==> config.mk <==
export PLATFORM = sky130hd
export DESIGN_NAME = mqtt_packet_header_parser
export DESIGN_NICKNAME = d
export VERILOG_FILES = /design/src/rtl/mqttp_pkg.sv /design/src/rtl/mqttp_front.sv /design/src/rtl/mqttp_queue.sv /design/src/rtl/mqttp_back.sv /design/src/rtl/mqtt_packet_header_parser.sv
export SDC_FILE = /design/constraint.sdc
export NUM_CORES = 1
export LEC_CHECK = 0
export ABC_CLOCK_PERIOD_IN_PS = 7900
export BUFFER_PORTS_ARGS = -buffer_cell sky130_fd_sc_hd__clkbuf_2
export CAP_MARGIN = 20
export CORE_ASPECT_RATIO = 0.75
export CORE_MARGIN = 5
export CORE_UTILIZATION = 45
export CTS_CLUSTER_SIZE = 14
export DETAILED_ROUTE_END_ITERATION = 12
export SLEW_MARGIN = 30
export SYNTH_ARGS = -nofsm -noshare
export SYNTH_HDL_FRONTEND = slang
export SYNTH_SLANG_ARGS = --single-unit
==> constraint.sdc <==
create_clock -name clk_i -period 7.9 [get_ports clk_i]
set_clock_uncertainty 0.05 [all_clocks]
set_input_delay 0.395 -clock clk_i [delete_from_list [all_inputs] [get_ports clk_i]]
set_output_delay 0.395 -clock clk_i [all_outputs]
set_load 0.02 [all_outputs]
==> src/rtl/mqttp_pkg.sv <==
// Shared types and constants for the MQTT fixed-header parser.
// Used by the front, the event queue, the back and the top level; no dependencies.
`default_nettype none

package mqttp_pkg;

  // Parser phase of the front part.
  typedef enum logic [1:0] {
    PH_TYPE = 2'd0,
    PH_LEN  = 2'd1,
    PH_BODY = 2'd2,
    PH_HALT = 2'd3
  } phase_e;

  // Result kind as seen on the kind port.
  typedef enum logic [2:0] {
    KIND_REPLY      = 3'd0,
    KIND_PUBLISH    = 3'd1,
    KIND_DISCONNECT = 3'd2,
    KIND_BADTYPE    = 3'd3,
    KIND_BADLEN     = 3'd4
  } kind_e;

  // Class of a packet-end event handed from the front to the back.
  typedef enum logic [2:0] {
    EV_CONNACK    = 3'd0,
    EV_PINGRESP   = 3'd1,
    EV_SUBACK     = 3'd2,
    EV_PUBLISH    = 3'd3,
    EV_DISCONNECT = 3'd4,
    EV_BADTYPE    = 3'd5,
    EV_BADLEN     = 3'd6
  } ev_e;

  localparam int unsigned LenW  = 28;
  localparam int unsigned PlenW = 29;

  // Packet type bytes, matched on the whole byte.
  localparam logic [7:0] TYPE_CONNECT    = 8'h10;
  localparam logic [7:0] TYPE_PUBLISH    = 8'h30;
  localparam logic [7:0] TYPE_SUBSCRIBE  = 8'h82;
  localparam logic [7:0] TYPE_PINGREQ    = 8'hc0;
  localparam logic [7:0] TYPE_DISCONNECT = 8'he0;

  localparam logic [7:0] CONNACK_BYTES [4] = '{8'h20, 8'h02, 8'h00, 8'h00};
  localparam logic [7:0] PINGRESP_BYTES [2] = '{8'hd0, 8'h00};
  localparam logic [7:0] SUBACK_HEAD0 = 8'h90;
  localparam logic [7:0] SUBACK_HEAD1 = 8'h03;
  localparam logic [7:0] SUBACK_OK    = 8'h00;

  // One packet-end event.
  typedef struct packed {
    ev_e              cls;
    logic [7:0]       type_byte;
    logic [PlenW-1:0] plen;
    logic [15:0]      word;
  } ev_t;

endpackage

`default_nettype wire

==> src/rtl/mqttp_front.sv <==
// Front part: takes one received byte per beat, tracks the fixed header and body,
// and produces one packet-end event into the event queue. Depends on mqttp_pkg.
`default_nettype none

module mqttp_front (
  input  wire logic           clk_i,
  input  wire logic           rst_ni,
  input  wire logic           accept_i,
  input  wire logic [7:0]     rx_byte_i,
  output logic                ev_valid_o,
  output mqttp_pkg::ev_t      ev_o
);
  import mqttp_pkg::*;

  phase_e          phase_q, phase_d;
  logic [7:0]      type_q, type_d;
  logic [LenW-1:0] accum_q, accum_d;
  logic [2:0]      cnt_q, cnt_d;
  logic [LenW-1:0] left_q, left_d;
  logic [2:0]      bidx_q, bidx_d;
  logic [15:0]     word_q, word_d;

  logic [LenW-1:0] group;
  logic [1:0]      k;

  always_ff @(posedge clk_i or negedge rst_ni) begin
    if (!rst_ni) begin
      phase_q <= PH_TYPE;
      type_q  <= '0;
      accum_q <= '0;
      cnt_q   <= '0;
      left_q  <= '0;
      bidx_q  <= '0;
      word_q  <= '0;
    end else begin
      phase_q <= phase_d;
      type_q  <= type_d;
      accum_q <= accum_d;
      cnt_q   <= cnt_d;
      left_q  <= left_d;
      bidx_q  <= bidx_d;
      word_q  <= word_d;
    end
  end

  // Seven value bits of a length byte placed at their group position.
  always_comb begin
    k = cnt_q[1:0];
    case (k)
      2'd0:    group = {21'b0, rx_byte_i[6:0]};
      2'd1:    group = {14'b0, rx_byte_i[6:0], 7'b0};
      2'd2:    group = {7'b0, rx_byte_i[6:0], 14'b0};
      default: group = {rx_byte_i[6:0], 21'b0};
    endcase
  end

  always_comb begin
    phase_d    = phase_q;
    type_d     = type_q;
    accum_d    = accum_q;
    cnt_d      = cnt_q;
    left_d     = left_q;
    bidx_d     = bidx_q;
    word_d     = word_q;
    ev_valid_o = 1'b0;
    ev_o.cls   = EV_BADLEN;
    ev_o.type_byte = type_q;
    ev_o.plen  = '0;
    ev_o.word  = '0;
    if (accept_i) begin
      unique case (phase_q)
        PH_TYPE: begin
          type_d  = rx_byte_i;
          accum_d = '0;
          cnt_d   = '0;
          left_d  = '0;
          bidx_d  = '0;
          word_d  = '0;
          phase_d = PH_LEN;
        end
        PH_LEN: begin
          accum_d = accum_q | group;
          cnt_d   = {1'b0, k} + 3'd1;
          if (rx_byte_i[7]) begin
            if (k == 2'd3) begin
              ev_valid_o = 1'b1;
              ev_o.cls   = EV_BADLEN;
              phase_d    = PH_HALT;
            end
          end else begin
            left_d = accum_d;
            if (accum_d == '0) begin
              ev_valid_o = 1'b1;
            end else begin
              phase_d = PH_BODY;
            end
          end
        end
        PH_BODY: begin
          if (bidx_q == 3'd0) begin
            word_d = {rx_byte_i, 8'h00};
          end else if (bidx_q == 3'd1) begin
            word_d = {word_q[15:8], rx_byte_i};
          end
          if (bidx_q != 3'd7) begin
            bidx_d = bidx_q + 3'd1;
          end
          if (left_q != '0) begin
            left_d = left_q - LenW'(1);
          end
          if (left_d == '0) begin
            ev_valid_o = 1'b1;
          end
        end
        default: begin
        end
      endcase

      // Packet end: classify the type byte and go back to wait for the next one, or halt on an unknown type.
      if (ev_valid_o && phase_d != PH_HALT) begin
        ev_o.plen = PlenW'(1) + PlenW'(cnt_d) + PlenW'(accum_d);
        phase_d   = PH_TYPE;
        unique case (type_q)
          TYPE_CONNECT:    ev_o.cls = EV_CONNACK;
          TYPE_PINGREQ:    ev_o.cls = EV_PINGRESP;
          TYPE_SUBSCRIBE:  ev_o.cls = EV_SUBACK;
          TYPE_PUBLISH:    ev_o.cls = EV_PUBLISH;
          TYPE_DISCONNECT: ev_o.cls = EV_DISCONNECT;
          default: begin
            ev_o.cls = EV_BADTYPE;
            phase_d  = PH_HALT;
          end
        endcase
        ev_o.word = word_d;
      end
    end
  end

endmodule

`default_nettype wire

==> src/rtl/mqttp_queue.sv <==
// Two-entry event queue between the front and the back.
// Depends on mqttp_pkg for the event type.
`default_nettype none

module mqttp_queue (
  input  wire logic           clk_i,
  input  wire logic           rst_ni,
  input  wire logic           push_i,
  input  mqttp_pkg::ev_t      data_i,
  output logic                full_o,
  input  wire logic           pop_i,
  output logic                valid_o,
  output mqttp_pkg::ev_t      data_o
);
  import mqttp_pkg::*;

  logic [1:0] cnt_q, cnt_d;
  ev_t        e0_q, e1_q;
  logic       do_pop;
  logic [1:0] wr_slot;

  assign full_o  = (cnt_q == 2'd2);
  assign valid_o = (cnt_q != 2'd0);
  assign data_o  = e0_q;
  assign do_pop  = pop_i && valid_o;
  assign wr_slot = cnt_q - {1'b0, do_pop};
  assign cnt_d   = cnt_q + {1'b0, push_i} - {1'b0, do_pop};

  always_ff @(posedge clk_i or negedge rst_ni) begin
    if (!rst_ni) begin
      cnt_q <= '0;
    end else begin
      cnt_q <= cnt_d;
    end
  end

  // A push into the head slot takes priority over the shift from the second slot.
  always_ff @(posedge clk_i) begin
    if (push_i && wr_slot == 2'd0) begin
      e0_q <= data_i;
    end else if (do_pop) begin
      e0_q <= e1_q;
    end
    if (push_i && wr_slot == 2'd1) begin
      e1_q <= data_i;
    end
  end

endmodule

`default_nettype wire

==> src/rtl/mqttp_back.sv <==
// Back part: holds one event and expands it into its result beats, one per pop.
// Depends on mqttp_pkg for event classes, result kinds and reply tables.
`default_nettype none

module mqttp_back (
  input  wire logic                         clk_i,
  input  wire logic                         rst_ni,
  input  wire logic                         q_valid_i,
  input  mqttp_pkg::ev_t                    q_data_i,
  output logic                              q_pop_o,
  output logic                              empty_o,
  input  wire logic                         pop_i,
  output logic [2:0]                        kind_o,
  output logic [7:0]                        data_byte_o,
  output logic                              last_o,
  output logic [mqttp_pkg::PlenW-1:0]       packet_length_o,
  output logic [15:0]                       topic_length_o
);
  import mqttp_pkg::*;

  ev_t        cur_q;
  logic       cur_valid_q;
  logic [2:0] idx_q;
  logic [2:0] last_idx;
  logic       load;
  kind_e      kind;

  always_comb begin
    unique case (cur_q.cls)
      EV_CONNACK:  last_idx = 3'd3;
      EV_PINGRESP: last_idx = 3'd1;
      EV_SUBACK:   last_idx = 3'd4;
      default:     last_idx = 3'd0;
    endcase
  end

  assign last_o  = (idx_q == last_idx);
  assign empty_o = !cur_valid_q;
  assign load    = !cur_valid_q || (pop_i && last_o);
  assign q_pop_o = load && q_valid_i;

  always_ff @(posedge clk_i or negedge rst_ni) begin
    if (!rst_ni) begin
      cur_valid_q <= 1'b0;
      idx_q       <= '0;
    end else if (load) begin
      cur_valid_q <= q_valid_i;
      idx_q       <= '0;
    end else if (pop_i) begin
      idx_q <= idx_q + 3'd1;
    end
  end

  always_ff @(posedge clk_i) begin
    if (q_pop_o) begin
      cur_q <= q_data_i;
    end
  end

  always_comb begin
    kind            = KIND_REPLY;
    data_byte_o     = cur_q.type_byte;
    packet_length_o = cur_q.plen;
    topic_length_o  = '0;
    unique case (cur_q.cls)
      EV_CONNACK:  data_byte_o = CONNACK_BYTES[idx_q[1:0]];
      EV_PINGRESP: data_byte_o = PINGRESP_BYTES[idx_q[0]];
      EV_SUBACK: begin
        unique case (idx_q)
          3'd0:    data_byte_o = SUBACK_HEAD0;
          3'd1:    data_byte_o = SUBACK_HEAD1;
          3'd2:    data_byte_o = cur_q.word[15:8];
          3'd3:    data_byte_o = cur_q.word[7:0];
          default: data_byte_o = SUBACK_OK;
        endcase
      end
      EV_PUBLISH: begin
        kind           = KIND_PUBLISH;
        topic_length_o = cur_q.word;
      end
      EV_DISCONNECT: kind = KIND_DISCONNECT;
      EV_BADTYPE:    kind = KIND_BADTYPE;
      default: begin
        kind            = KIND_BADLEN;
        packet_length_o = '0;
      end
    endcase
  end

  assign kind_o = kind;

endmodule

`default_nettype wire

==> src/rtl/mqtt_packet_header_parser.sv <==
// MQTT fixed-header parser: one received byte per beat in, reply and notice beats out.
// Each packet-end event is registered in the queue, then in the back, before it shows.
// One byte per cycle unless full; each packet end emits one to five beats, one per pop.
// Input stalls (full high) only when the two-entry event queue holds two events.
// Reset (rst_ni low, asynchronous) clears the parser, the queue and the output stage.
// Depends on mqttp_pkg, mqttp_front, mqttp_queue and mqttp_back.
`default_nettype none

module mqtt_packet_header_parser (
  input  wire logic                         clk_i,
  input  wire logic                         rst_ni,
  input  wire logic                         push,
  output logic                              full,
  input  wire logic [7:0]                   rx_byte_i,
  output logic                              empty,
  input  wire logic                         pop,
  output logic [2:0]                        kind_o,
  output logic [7:0]                        data_byte_o,
  output logic                              last_o,
  output logic [mqttp_pkg::PlenW-1:0]       packet_length_o,
  output logic [15:0]                       topic_length_o
);
  import mqttp_pkg::*;

  // The front takes a beat whenever the queue has room. It never needs more
  // than one queue slot per byte, so a full queue is the only reason to stall.
  logic accept;
  logic ev_valid;
  ev_t  ev;
  logic q_valid;
  ev_t  q_data;
  logic q_pop;

  assign accept = push && !full;

  mqttp_front u_front (
    .clk_i      (clk_i),
    .rst_ni     (rst_ni),
    .accept_i   (accept),
    .rx_byte_i  (rx_byte_i),
    .ev_valid_o (ev_valid),
    .ev_o       (ev)
  );

  // The queue decouples byte parsing from reply expansion, so a multi-byte
  // reply does not hold up the bytes of the next packet.
  mqttp_queue u_queue (
    .clk_i   (clk_i),
    .rst_ni  (rst_ni),
    .push_i  (ev_valid),
    .data_i  (ev),
    .full_o  (full),
    .pop_i   (q_pop),
    .valid_o (q_valid),
    .data_o  (q_data)
  );

  // The back holds one event at a time and walks through its reply bytes.
  mqttp_back u_back (
    .clk_i           (clk_i),
    .rst_ni          (rst_ni),
    .q_valid_i       (q_valid),
    .q_data_i        (q_data),
    .q_pop_o         (q_pop),
    .empty_o         (empty),
    .pop_i           (pop),
    .kind_o          (kind_o),
    .data_byte_o     (data_byte_o),
    .last_o          (last_o),
    .packet_length_o (packet_length_o),
    .topic_length_o  (topic_length_o)
  );

  // A bad length result carries no lengths and ends its byte's results.
  assert property (@(posedge clk_i) disable iff (!rst_ni)
    (!empty && kind_o == KIND_BADLEN) |->
      (packet_length_o == '0 && topic_length_o == '0 && last_o))
    else $error("bad length beat carries lengths or is not last");

  // Only a publish notice carries a topic length.
  assert property (@(posedge clk_i) disable iff (!rst_ni)
    (!empty && kind_o != KIND_PUBLISH) |-> (topic_length_o == '0))
    else $error("topic length on a non-publish beat");

  // Every complete packet has a type byte and at least one length byte.
  assert property (@(posedge clk_i) disable iff (!rst_ni)
    (!empty && kind_o != KIND_BADLEN) |-> (packet_length_o >= PlenW'(2)))
    else $error("packet length below the fixed header size");

  // Notices and errors are single beats.
  assert property (@(posedge clk_i) disable iff (!rst_ni)
    (!empty && (kind_o == KIND_PUBLISH || kind_o == KIND_DISCONNECT ||
                kind_o == KIND_BADTYPE)) |-> last_o)
    else $error("notice or error beat not marked last");

endmodule

`default_nettype wire
### After elaboration in Yosys (flattened, before gate mapping)

Cells that the tools add are included.

* reduce and logical (&&, ||, !) cells: 30
* magnitude comparators: 2
* muxes and demuxes: 50
* add/sub/neg operators: 9
* eq/ne operators: 26
* bitwise operators: 3

Operators by type and width (number)
* 28-bit case mux with 3 select lines: 2
* 28-bit 2-to-1 mux: 5
* 56-bit 2-to-1 mux: 2
* 45-bit 2-to-1 mux: 2
* 28-bit zero test: 2
* 28-bit case mux with 2 select lines: 1
* 8-bit 2-to-1 mux: 6
* 16-bit 2-to-1 mux: 2
* 16-bit case mux with 2 select lines: 1
* 8-bit case mux with 4 select lines: 1
* 29-bit by 28-bit adder with 29-bit output: 1
* 29-bit 2-to-1 mux: 1
* 28-bit bitwise OR: 1
* 28-bit nonzero test: 1
* 28-bit by 1-bit subtractor with 28-bit output (second input constant): 1
* 8-bit equality test (second input constant): 3
* 8-bit case mux with 3 select lines: 1
* 3-bit 2-to-1 mux: 6
* 8-bit binary-select mux with 2-bit select: 1
* 3-bit case mux with 5 select lines: 1
* 3-bit by 2-bit equality test with 1-bit output (second input constant): 4
* 2-bit 2-to-1 mux: 6
* 3-bit case mux with 2 select lines: 2
* 3-bit case mux with 4 select lines: 1
* other kinds (35): 66

* output and inout port bits: 59
* register bits: 262
* logic and storage cells: 142
* input bits: 12

### Logic depth before layout (Yosys ltp)

Gate-level depths: netlist of run 1.

* depth in word-level cells: 13
* depth in mapped cells: 20
* mapped depth without buffers: 18

### Modules after synthesis

A second synthesis of run 1 with hierarchy kept.

* cell total of the unflattened synthesis: 1181
* area, all modules: 13585.5 um2

By module, submodules not included
* mqttp_front: area an instance 6652.6 um2, instances 1, seq. area each 2202.1 um2, cells an instance 797
* mqttp_queue: area an instance 4310.4 um2, instances 1, seq. area each 3413.3 um2, cells an instance 189
* mqttp_back: area an instance 2608.8 um2, instances 1, seq. area each 1781.7 um2, cells an instance 194
* mqtt_packet_header_parser: area an instance 13.8 um2, instances 1, seq. area each 0.0 um2, cells an instance 1

### Least setup slack after synthesis of run 1

Ideal clock, no wire load.

* path type: register -> register
* start: reg u_back.cur_q[54] (netlist bit)
* end: reg u_queue.e0_q (netlist bit u_queue.data_o[0]) (enable)
* path buffers: 3
* setup time: 421 ps
* arrival: 7026 ps
* period minus slack after synthesis: 7498 ps
* cell stages (with the launch flop): 15
* slack: 402 ps
* cell sequence: edfxtp_1 > clkbuf_1 > nor2b_1 > nor2b_1 > nand3_1 > o21ai_1 > nand2_1 > a21oi_1 > ha_1 > xnor2_1 > nand2_1 > or2_1 > buf_6 > buf_6 > nand2b_1

* word-level cells in the longest chain between the ends: 11
* elaborated cells between the ends (all ways): 13
* those cells by class: add/sub (1); eq/ne (3); mux (1); reduce/logical (8)

Ends and longest elaborated chain
* from (decl): RTL line mqttp_back.sv:21 `ev_t cur_q;`
* from (signal assigned): RTL line mqttp_back.sv:56 `cur_q <= q_data_i;`
* 3-bit by 2-bit equality test with 1-bit output, or another cell as far along: RTL line mqttp_back.sv:29 `unique case (cur_q.cls)`
* 3-bit case mux with 3 select lines (*): RTL line mqttp_back.sv:29
* 3-bit equality test (*): RTL line mqttp_back.sv:37 `assign last_o = (idx_q == last_idx);`
* via last_o: RTL line mqtt_packet_header_parser.sv:19 `output logic last_o,`
* 1-bit logical AND (*): RTL line mqttp_back.sv:39 `assign load = !cur_valid_q || (pop_i && last_o);`
* 1-bit logical OR (*): RTL line mqttp_back.sv:39
* 1-bit logical AND (*): RTL line mqttp_back.sv:40 `assign q_pop_o = load && q_valid_i;`
* via q_pop: RTL line mqtt_packet_header_parser.sv:32 `logic q_pop;`
* 1-bit logical AND (*): RTL line mqttp_queue.sv:25 `assign do_pop = pop_i && valid_o;`
* 2-bit by 1-bit subtractor with 2-bit output: RTL line mqttp_queue.sv:26 `assign wr_slot = cnt_q - {1'b0, do_pop};`
* 2-bit zero test: RTL line mqttp_queue.sv:39 `if (push_i && wr_slot == 2'd0) begin`
* 1-bit logical AND: RTL line mqttp_queue.sv:39
* 2-bit nonzero test (no line) (*)
* to (signal assigned): RTL line mqttp_queue.sv:40 `e0_q <= data_i;`
* to (signal assigned): RTL line mqttp_queue.sv:42 `e0_q <= e1_q;`
* to (decl): RTL line mqttp_queue.sv:18 `ev_t e0_q, e1_q;`

Mark *: on every way through the listed nets, which the timed path passes. The rest lies on a longest branch.
A chain may end at the register's enable or synchronous reset.

### Worst setup path after layout of run 1

* start: reg u_front.left_q[0]
* end: reg u_queue.e1_q[27] (netlist bit) (enable)

* word-level cells in the longest chain between the ends: 10
* elaborated cells between the ends (all ways): 11
* those cells by class: add/sub (1); mux (7); reduce/logical (3)

Ends and longest elaborated chain
* from (decl): RTL line mqttp_front.sv:19 `logic [LenW-1:0] left_q, left_d;`
* from (signal assigned): RTL line mqttp_front.sv:40 `left_q <= left_d;`
* 28-bit by 1-bit subtractor with 28-bit output or 28-bit nonzero test (tied branches): RTL line mqttp_front.sv:109, mqttp_front.sv:108
* 28-bit 2-to-1 mux (*): RTL line mqttp_front.sv:108 `if (left_q != '0) begin`
* 28-bit 2-to-1 mux (*): RTL line mqttp_front.sv:71 `unique case (phase_q)`
* 28-bit 2-to-1 mux (*): RTL line mqttp_front.sv:70 `if (accept_i) begin`
* 28-bit zero test (*): RTL line mqttp_front.sv:111 `if (left_d == '0) begin`
* 1-bit 2-to-1 mux (*): RTL line mqttp_front.sv:111
* 1-bit case mux with 2 select lines (*): RTL line mqttp_front.sv:71
* 1-bit 2-to-1 mux (*) (2 in series): RTL line mqttp_front.sv:70
* 1-bit logical AND (*): RTL line mqttp_queue.sv:44 `if (push_i && wr_slot == 2'd1) begin`
* to (signal assigned): RTL line mqttp_queue.sv:45 `e1_q <= data_i;`
* to (decl): RTL line mqttp_queue.sv:18

Mark *: on every way between the ends. The rest lies on a longest branch, timed or not. The select of a mux whose other input is x is not followed.

==> impl_metrics.toml, run 1 <==
[floorplan]
die_area_um2 = 33860
die_w_um = 210.8
start_util_pct = 45.36
io_pins = 71
coreArea_um2 = 30000
die_y_um = 160.6
rows = 55

[global_route]
overflow = 0
antenna_found_initial = 0
grt_start_max_net_pins = 59
grt_pass1_vias = 9787
grt_pass1_wl_um = 56980
grt_usage_pct = 20.79

[critical_path]
required_ns = 8.08
cp-end-kind = "register"
cp-start-kind = "register"
crit_chain = "inv_1 -> ha_1 -> nor3b_2 -> nand4_2 -> o31ai_1 -> o2111ai_1 -> or4_1 -> a211o_1 -> a21o_1 -> buf_4 -> inv_2 -> and3_4 -> buf_4"
cp_common_cell = "buf_4"
path_max_fanout = 54
crit_family = "simple AND/OR/NAND/NOR gates"
critPathSlowestCell = "and3_4"
slowest_delay_ns = 0.73
cp.arrival_ns = 5.83
path_buf_inv = 4
crit_type = "reg2reg"

[place]
io_buffers = 70
placed_area_um2 = 14230
hpwlAfterDp_um = 24490
dpl.cell_count = 1688
gp_routability_congestion = 0.9244

[timing]
worst_pin_slew_ns = 0.8572
post-route-period-util_pct = 71.59
slew_violations = 0
holdWs_ns = 0.1702
rsz0062_at_grt = "false"
totalNegativeSetupSlack_ns = 0
setup_violations = 0
period_needed_ns = 5.656
fmax_ghz = 0.1768
slew-limit-headroom_pct = 42.73
hold_viol = 0

[yosys]
ys_warn_count = 0
synthesis.nets = 1332
synth_seq_cells = 262
yosysSeqAreaShare_pct = 54.35
netlist_instances = 1293
synth_largest_area_cell = "edfxtp_1"
yosys.area.top_type_share_pct = 37.07
syn_avg_cell_area_um2 = 10.53
ys_types = 77
synth_ff_type = "edfxtp_1"
synth_edf_count = 168
synth.area.top_cells = "edfxtp_1 37%, dfrtp_1 17%, o21ai_0 4.7%, a22o_1 3.9%, nand2_1 2.8%"
synthArstFlopShare_pct = 35.88
netlist_area_um2 = 13610

[route]
drt_drc_violations_left = 0
antenna_left = 0
drtIter0Drc = 1140
vias = 10450
drt_wl_total_um = 35830
wire_per_inst_um = 20.62
dr.pass1.iters = 5
vias_per_cell = 6.011

[finish]
syn2layout_area_growth_pct = 11.38
drive_above_1_share_pct = 13.52
final_util_pct = 50.52
layout.nets = 1358
final_area_um2 = 15160
instances_no_fill = 1738
diodes = 0

[cts]
clockBufferDepth = 3
clk_latency_ns = 0.54
cts_made_buffers = 27
tritoncts = "built"
clkTransAtPathRegs_ns = 0.07
cts.sinks = 262
clockRootBuffer = "clkbuf_16"
h-tree-depth = 1
cts_resized = 0

[run_status]
status = "completed"

[flow_run]
maxCapViolations = 0

[power]
p_per_area_nw_per_um2 = 441.7
power_leakage_nw = 5.885
vdd_drop_max_mv = 0.3631

[worst_hold_path]
hold_class = "in2reg"
[worst reg2reg max path, delay by kind of cell (launching register included)]
family | cells | cell delay [ns]
buf+inv | 4 | 1.35
flops | 1 | 0.50
compound gates | 4 | 1.17
fa+ha+maj | 1 | 0.25
simple gates | 4 | 2.03
[report_power, final]
part	total [mW]	switching (mW)	leakage, nW	internal [mW]
clock network	1.33	0.537	0.450	0.791
registers	2.17	0.281	2.87	1.89
logic	3.20	2.17	2.56	1.03
total	6.70	2.98	5.88	3.71
[cell usage after synthesis, drive strengths merged (14+ instances only)]
master and count:
xnor2 21, nor3 68, dfrtp 94, a22oi 22
clkbuf 75, edfxtp 168, a31oi 14, nand2 100
o21ai 131, nand3 17, nor2 89, nor4 15
inv 31, ha 26, mux2 30, and2 46
a22o 60, a21oi 74, and3 25
[layout by cell type, fill, tap and decap left out, types with 21 or more instances in the layout]
cell type and count:
edfxtp_1 168, o21ai_0 128, nand2_1 100, dfrtp_1 94, nor2_1 86, a21oi_1 73, clkbuf_2 69, nor3_1 67
a22o_1 60, and2_1 45, inv_1 31, mux2_2 27, clkbuf_16 27, ha_1 26, and3_1 24, a22oi_1 22
xnor2_1 21
[layout make-up]
class	instances	area [um^2]
sequential	262	7397
clock inverter	18	222.7
fill	2748	14850
inverter	33	123.9
multi-input combinational	911	5764
clock buffer	31	690.7
tap	399	499.2
timing repair buffer	84	460.4
[timing repair]
action	CTS	global route
hold buffers	1	0
buffers inserted	0	0
endpoints found under the hold margin	36	0
[kinds of logic after synthesis]
kind of cell / count (synthesis) / synth area share, %
multiplexers: 32 / 2.712
AND/OR/NAND/NOR: 444 / 17.09
buffers and inverters: 120 / 3.558
XOR/XNOR: 34 / 2.188
AO/OA/AOI/OAI: 374 / 17.56
flip-flops: 262 / 54.35
adder cells (fa/ha/maj): 27 / 2.537
[per-stage QoR]
| stage | total power, mW | worst slack, ns |
|---|---|---|
| detailed placement | 5.325 | 2.227 |
| floorplan | 4.445 | 0.4024 |
| finish | 6.695 | 2.244 |
| global placement | 5.312 | 2.063 |
| global route | 7.148 | 1.922 |
| CTS | 6.684 | 2.193 |
[path summary, 6_finish.rpt]
kind	to	cells after the start	slack (ns)	startpoint
min in group asynchronous	u_front.left_q[16]	2	0.31	rst_ni
hold reg to reg	u_back.cur_q[14]	0	0.37	u_queue.data_o[14]
setup reg to reg	u_queue.e1_q[27]	13	2.24	u_front.left_q[0]
max in group asynchronous	u_front.type_q[2]	3	6.32	rst_ni
hold / removal	u_back.idx_q[2]	3	0.17	pop
setup / recovery	u_queue.e1_q[27]	13	2.24	u_front.left_q[0]
[registers in the layout (all words and copies together), names as in the netlist, 8 cells and up]
name and count:
u_front.left_q 28, u_back.cur_q 56, u_front.word_q 16, u_queue.data_o 56
u_front.type_q 8, u_front.accum_q 28, u_queue.e1_q 56
[layer usage]
metal / up-vias / wire length [um] / global-route usage [%]
met2: 428 / 16140 / 31.75
met5: - / 0 / 0
li1: 4875 / - / -
met4: 0 / 704 / 4.418
met1: 5096 / 16590 / 31.81
met3: 48 / 2391 / 2.910
(Power assumes the default switching activity.)
==> run 2: changes to the inputs <==
Settings changed: ABC_CLOCK_PERIOD_IN_PS 7900 to 5700.
Clock period 7.9 ns to 5.7 ns, I/O delays scaled along.
==> run 2 against run 1 <==
Compared with the run above: hold slack worse by 0.12 ns; clock-buffer cell count rose by 4; via count is 0.56% lower; sequential share of layout area decreased by 0.052 points; global-route usage fell by 0.070 points; critical path depth grew 3; sequential power rose by 39%; die area is the same; wire length decreased by 0.37%; sequential cell count unchanged; cell area increased by 0.11%; fmax up 13%; critical path type unchanged.
==> impl_metrics.toml, run 2 (synthesized netlist as in run 1, its figures left out) <==
[route]
wire_per_inst_um = 20.43
dr.pass1.iters = 5
drt_wl_total_um = 35700
drt_drc_violations_left = 0
vias_per_cell = 5.947
vias = 10390
antenna_left = 0
drtIter0Drc = 1098

[cts]
clockBufferDepth = 3
clkTransAtPathRegs_ns = 0.07
cts.sinks = 262
clk_latency_ns = 0.54
h-tree-depth = 1
clockRootBuffer = "clkbuf_16"
tritoncts = "built"
cts_made_buffers = 27

[place]
placed_area_um2 = 14290
gp_routability_congestion = 0.9283
io_buffers = 70
hpwlAfterDp_um = 24880

[power]
clkPwrFrac_pct = 18.7
vdd_drop_max_mv = 0.4191
seq_power_share_pct = 32.4
p_per_area_nw_per_um2 = 611.4
power_leakage_nw = 5.889
switching_share_pct = 45.06
p_int_mw = 5.097
combPwrFrac_pct = 48.9
switching_power_mw = 4.181

[global_route]
overflow = 0
grt_pass1_wl_um = 57340
antenna_found_initial = 0
grt_start_max_net_pins = 61
grt_pass1_vias = 9994
grt_usage_pct = 20.72

[timing]
setup_violations = 0
rsz0062_at_grt = "false"
fmax_ghz = 0.2004
totalNegativeSetupSlack_ns = 0
hold_viol = 0
worst_pin_slew_ns = 0.9084
slew-limit-headroom_pct = 38.97
period_needed_ns = 4.991
post-route-period-util_pct = 87.55
slew_violations = 0

[floorplan]
die_y_um = 160.6
rows = 55
die_area_um2 = 33860
die_w_um = 210.8
start_util_pct = 45.36
io_pins = 71
coreArea_um2 = 30000

[finish]
final_area_um2 = 15170
drive_above_1_share_pct = 13.87
seq_area_um2 = 7397
diodes = 0
final_cell_mix = "168 x edfxtp_1, 128 x o21ai_0, 99 x nand2_1"
syn2layout_area_growth_pct = 11.50
layout.nets = 1366
fill_cells = 2801
layout_commonest_cell = "edfxtp_1"
multiInputGateArea_um2 = 5754

[critical_path]
cp-start-kind = "register"
path_max_fanout = 18
crit_type = "reg2reg"
required_ns = 5.94
r2r_slack_ns = 0.71
cp.arrival_ns = 5.23
cp-end-kind = "register"

[worst_hold_path]
hold_class = "in2reg"

[run_status]
status = "completed"

[flow_run]
maxCapViolations = 0
[run 2: power groups by stage]
stage | Sequential, mW | Combinational [mW] | Clock (mW)
global placement | 3.03 | 4.45 | 0
floorplan | 2.86 | 3.29 | 0
global route | 3.07 | 4.95 | 1.87
CTS | 3.00 | 4.46 | 1.78
detailed placement | 3.04 | 4.43 | 0
finish | 3.01 | 4.53 | 1.74
[run 2: timing repair]
action,in CTS,in global routing
resized for setup,0,0
hold buffers,1,0
hold endpoints to repair,34,0
setup buffers,0,0
[run 2: layout make-up]
type                    instances  area share (%)
clock buffers                  35           4.782
clock inverters                15          0.9317
inverters                      33          0.8163
multi-input cells             911           37.92
flip-flops and latches        262           48.75
well taps                     399           3.290
repair buffers                 92           3.513
[run 2: path summary, 6_finish.rpt]
check,endpoint,depth (start not counted),from
hold / removal,u_back.idx_q[2],3,pop
setup reg to reg,u_queue.data_o[43],16,u_front.phase_q[1]
hold reg to reg,u_back.cur_q[2],0,u_queue.data_o[2]
setup / recovery,u_queue.data_o[43],16,u_front.phase_q[1]
max in group asynchronous,u_front.word_q[0],3,rst_ni
min in group asynchronous,u_front.left_q[13],2,rst_ni
[run 2: metal layers]
metal | wire length, um | GRT usage, % | up-vias
met5 | 0 | 0 | -
met4 | 743 | 4.507 | 0
met3 | 2356 | 2.402 | 45
met2 | 15720 | 30.99 | 388
met1 | 16880 | 32.54 | 5056
li1 | - | - | 4900
[run 2: critical path, stage by stage, from the launching register on]
cell and delay (ns):
dfrtp_1 0.45, inv_1 0.13, ha_1 0.67, nor2_1 0.18, mux2i_1 0.35, inv_1 0.08, ha_1 0.34, ha_1 0.29
a21o_1 0.10, a21oi_1 0.09, nor2b_1 0.17, o2111ai_1 0.26, nor3_1 0.67, nor3b_1 0.34, xor2_1 0.31, nor3_1 0.08
a22o_1 0.18
[run 2: metrics by stage]
stage | util (%) | setup slack (ns) | cells | power, mW | hold WS, ns
after floorplan | - | 0.1301 | 1293 | 6.155 | -0.06059
after global placement | 47.63 | 0.9229 | 1696 | 7.478 | 0.2221
after detailed placement | 47.64 | 0.8356 | 1696 | 7.470 | 0.2273
after CTS | 50.56 | 0.8206 | 1747 | 9.245 | 0.01809
after global routing | 50.58 | 0.3455 | 1747 | 9.887 | 0.04436
final | 50.58 | 0.7095 | 1747 | 9.278 | 0.05342
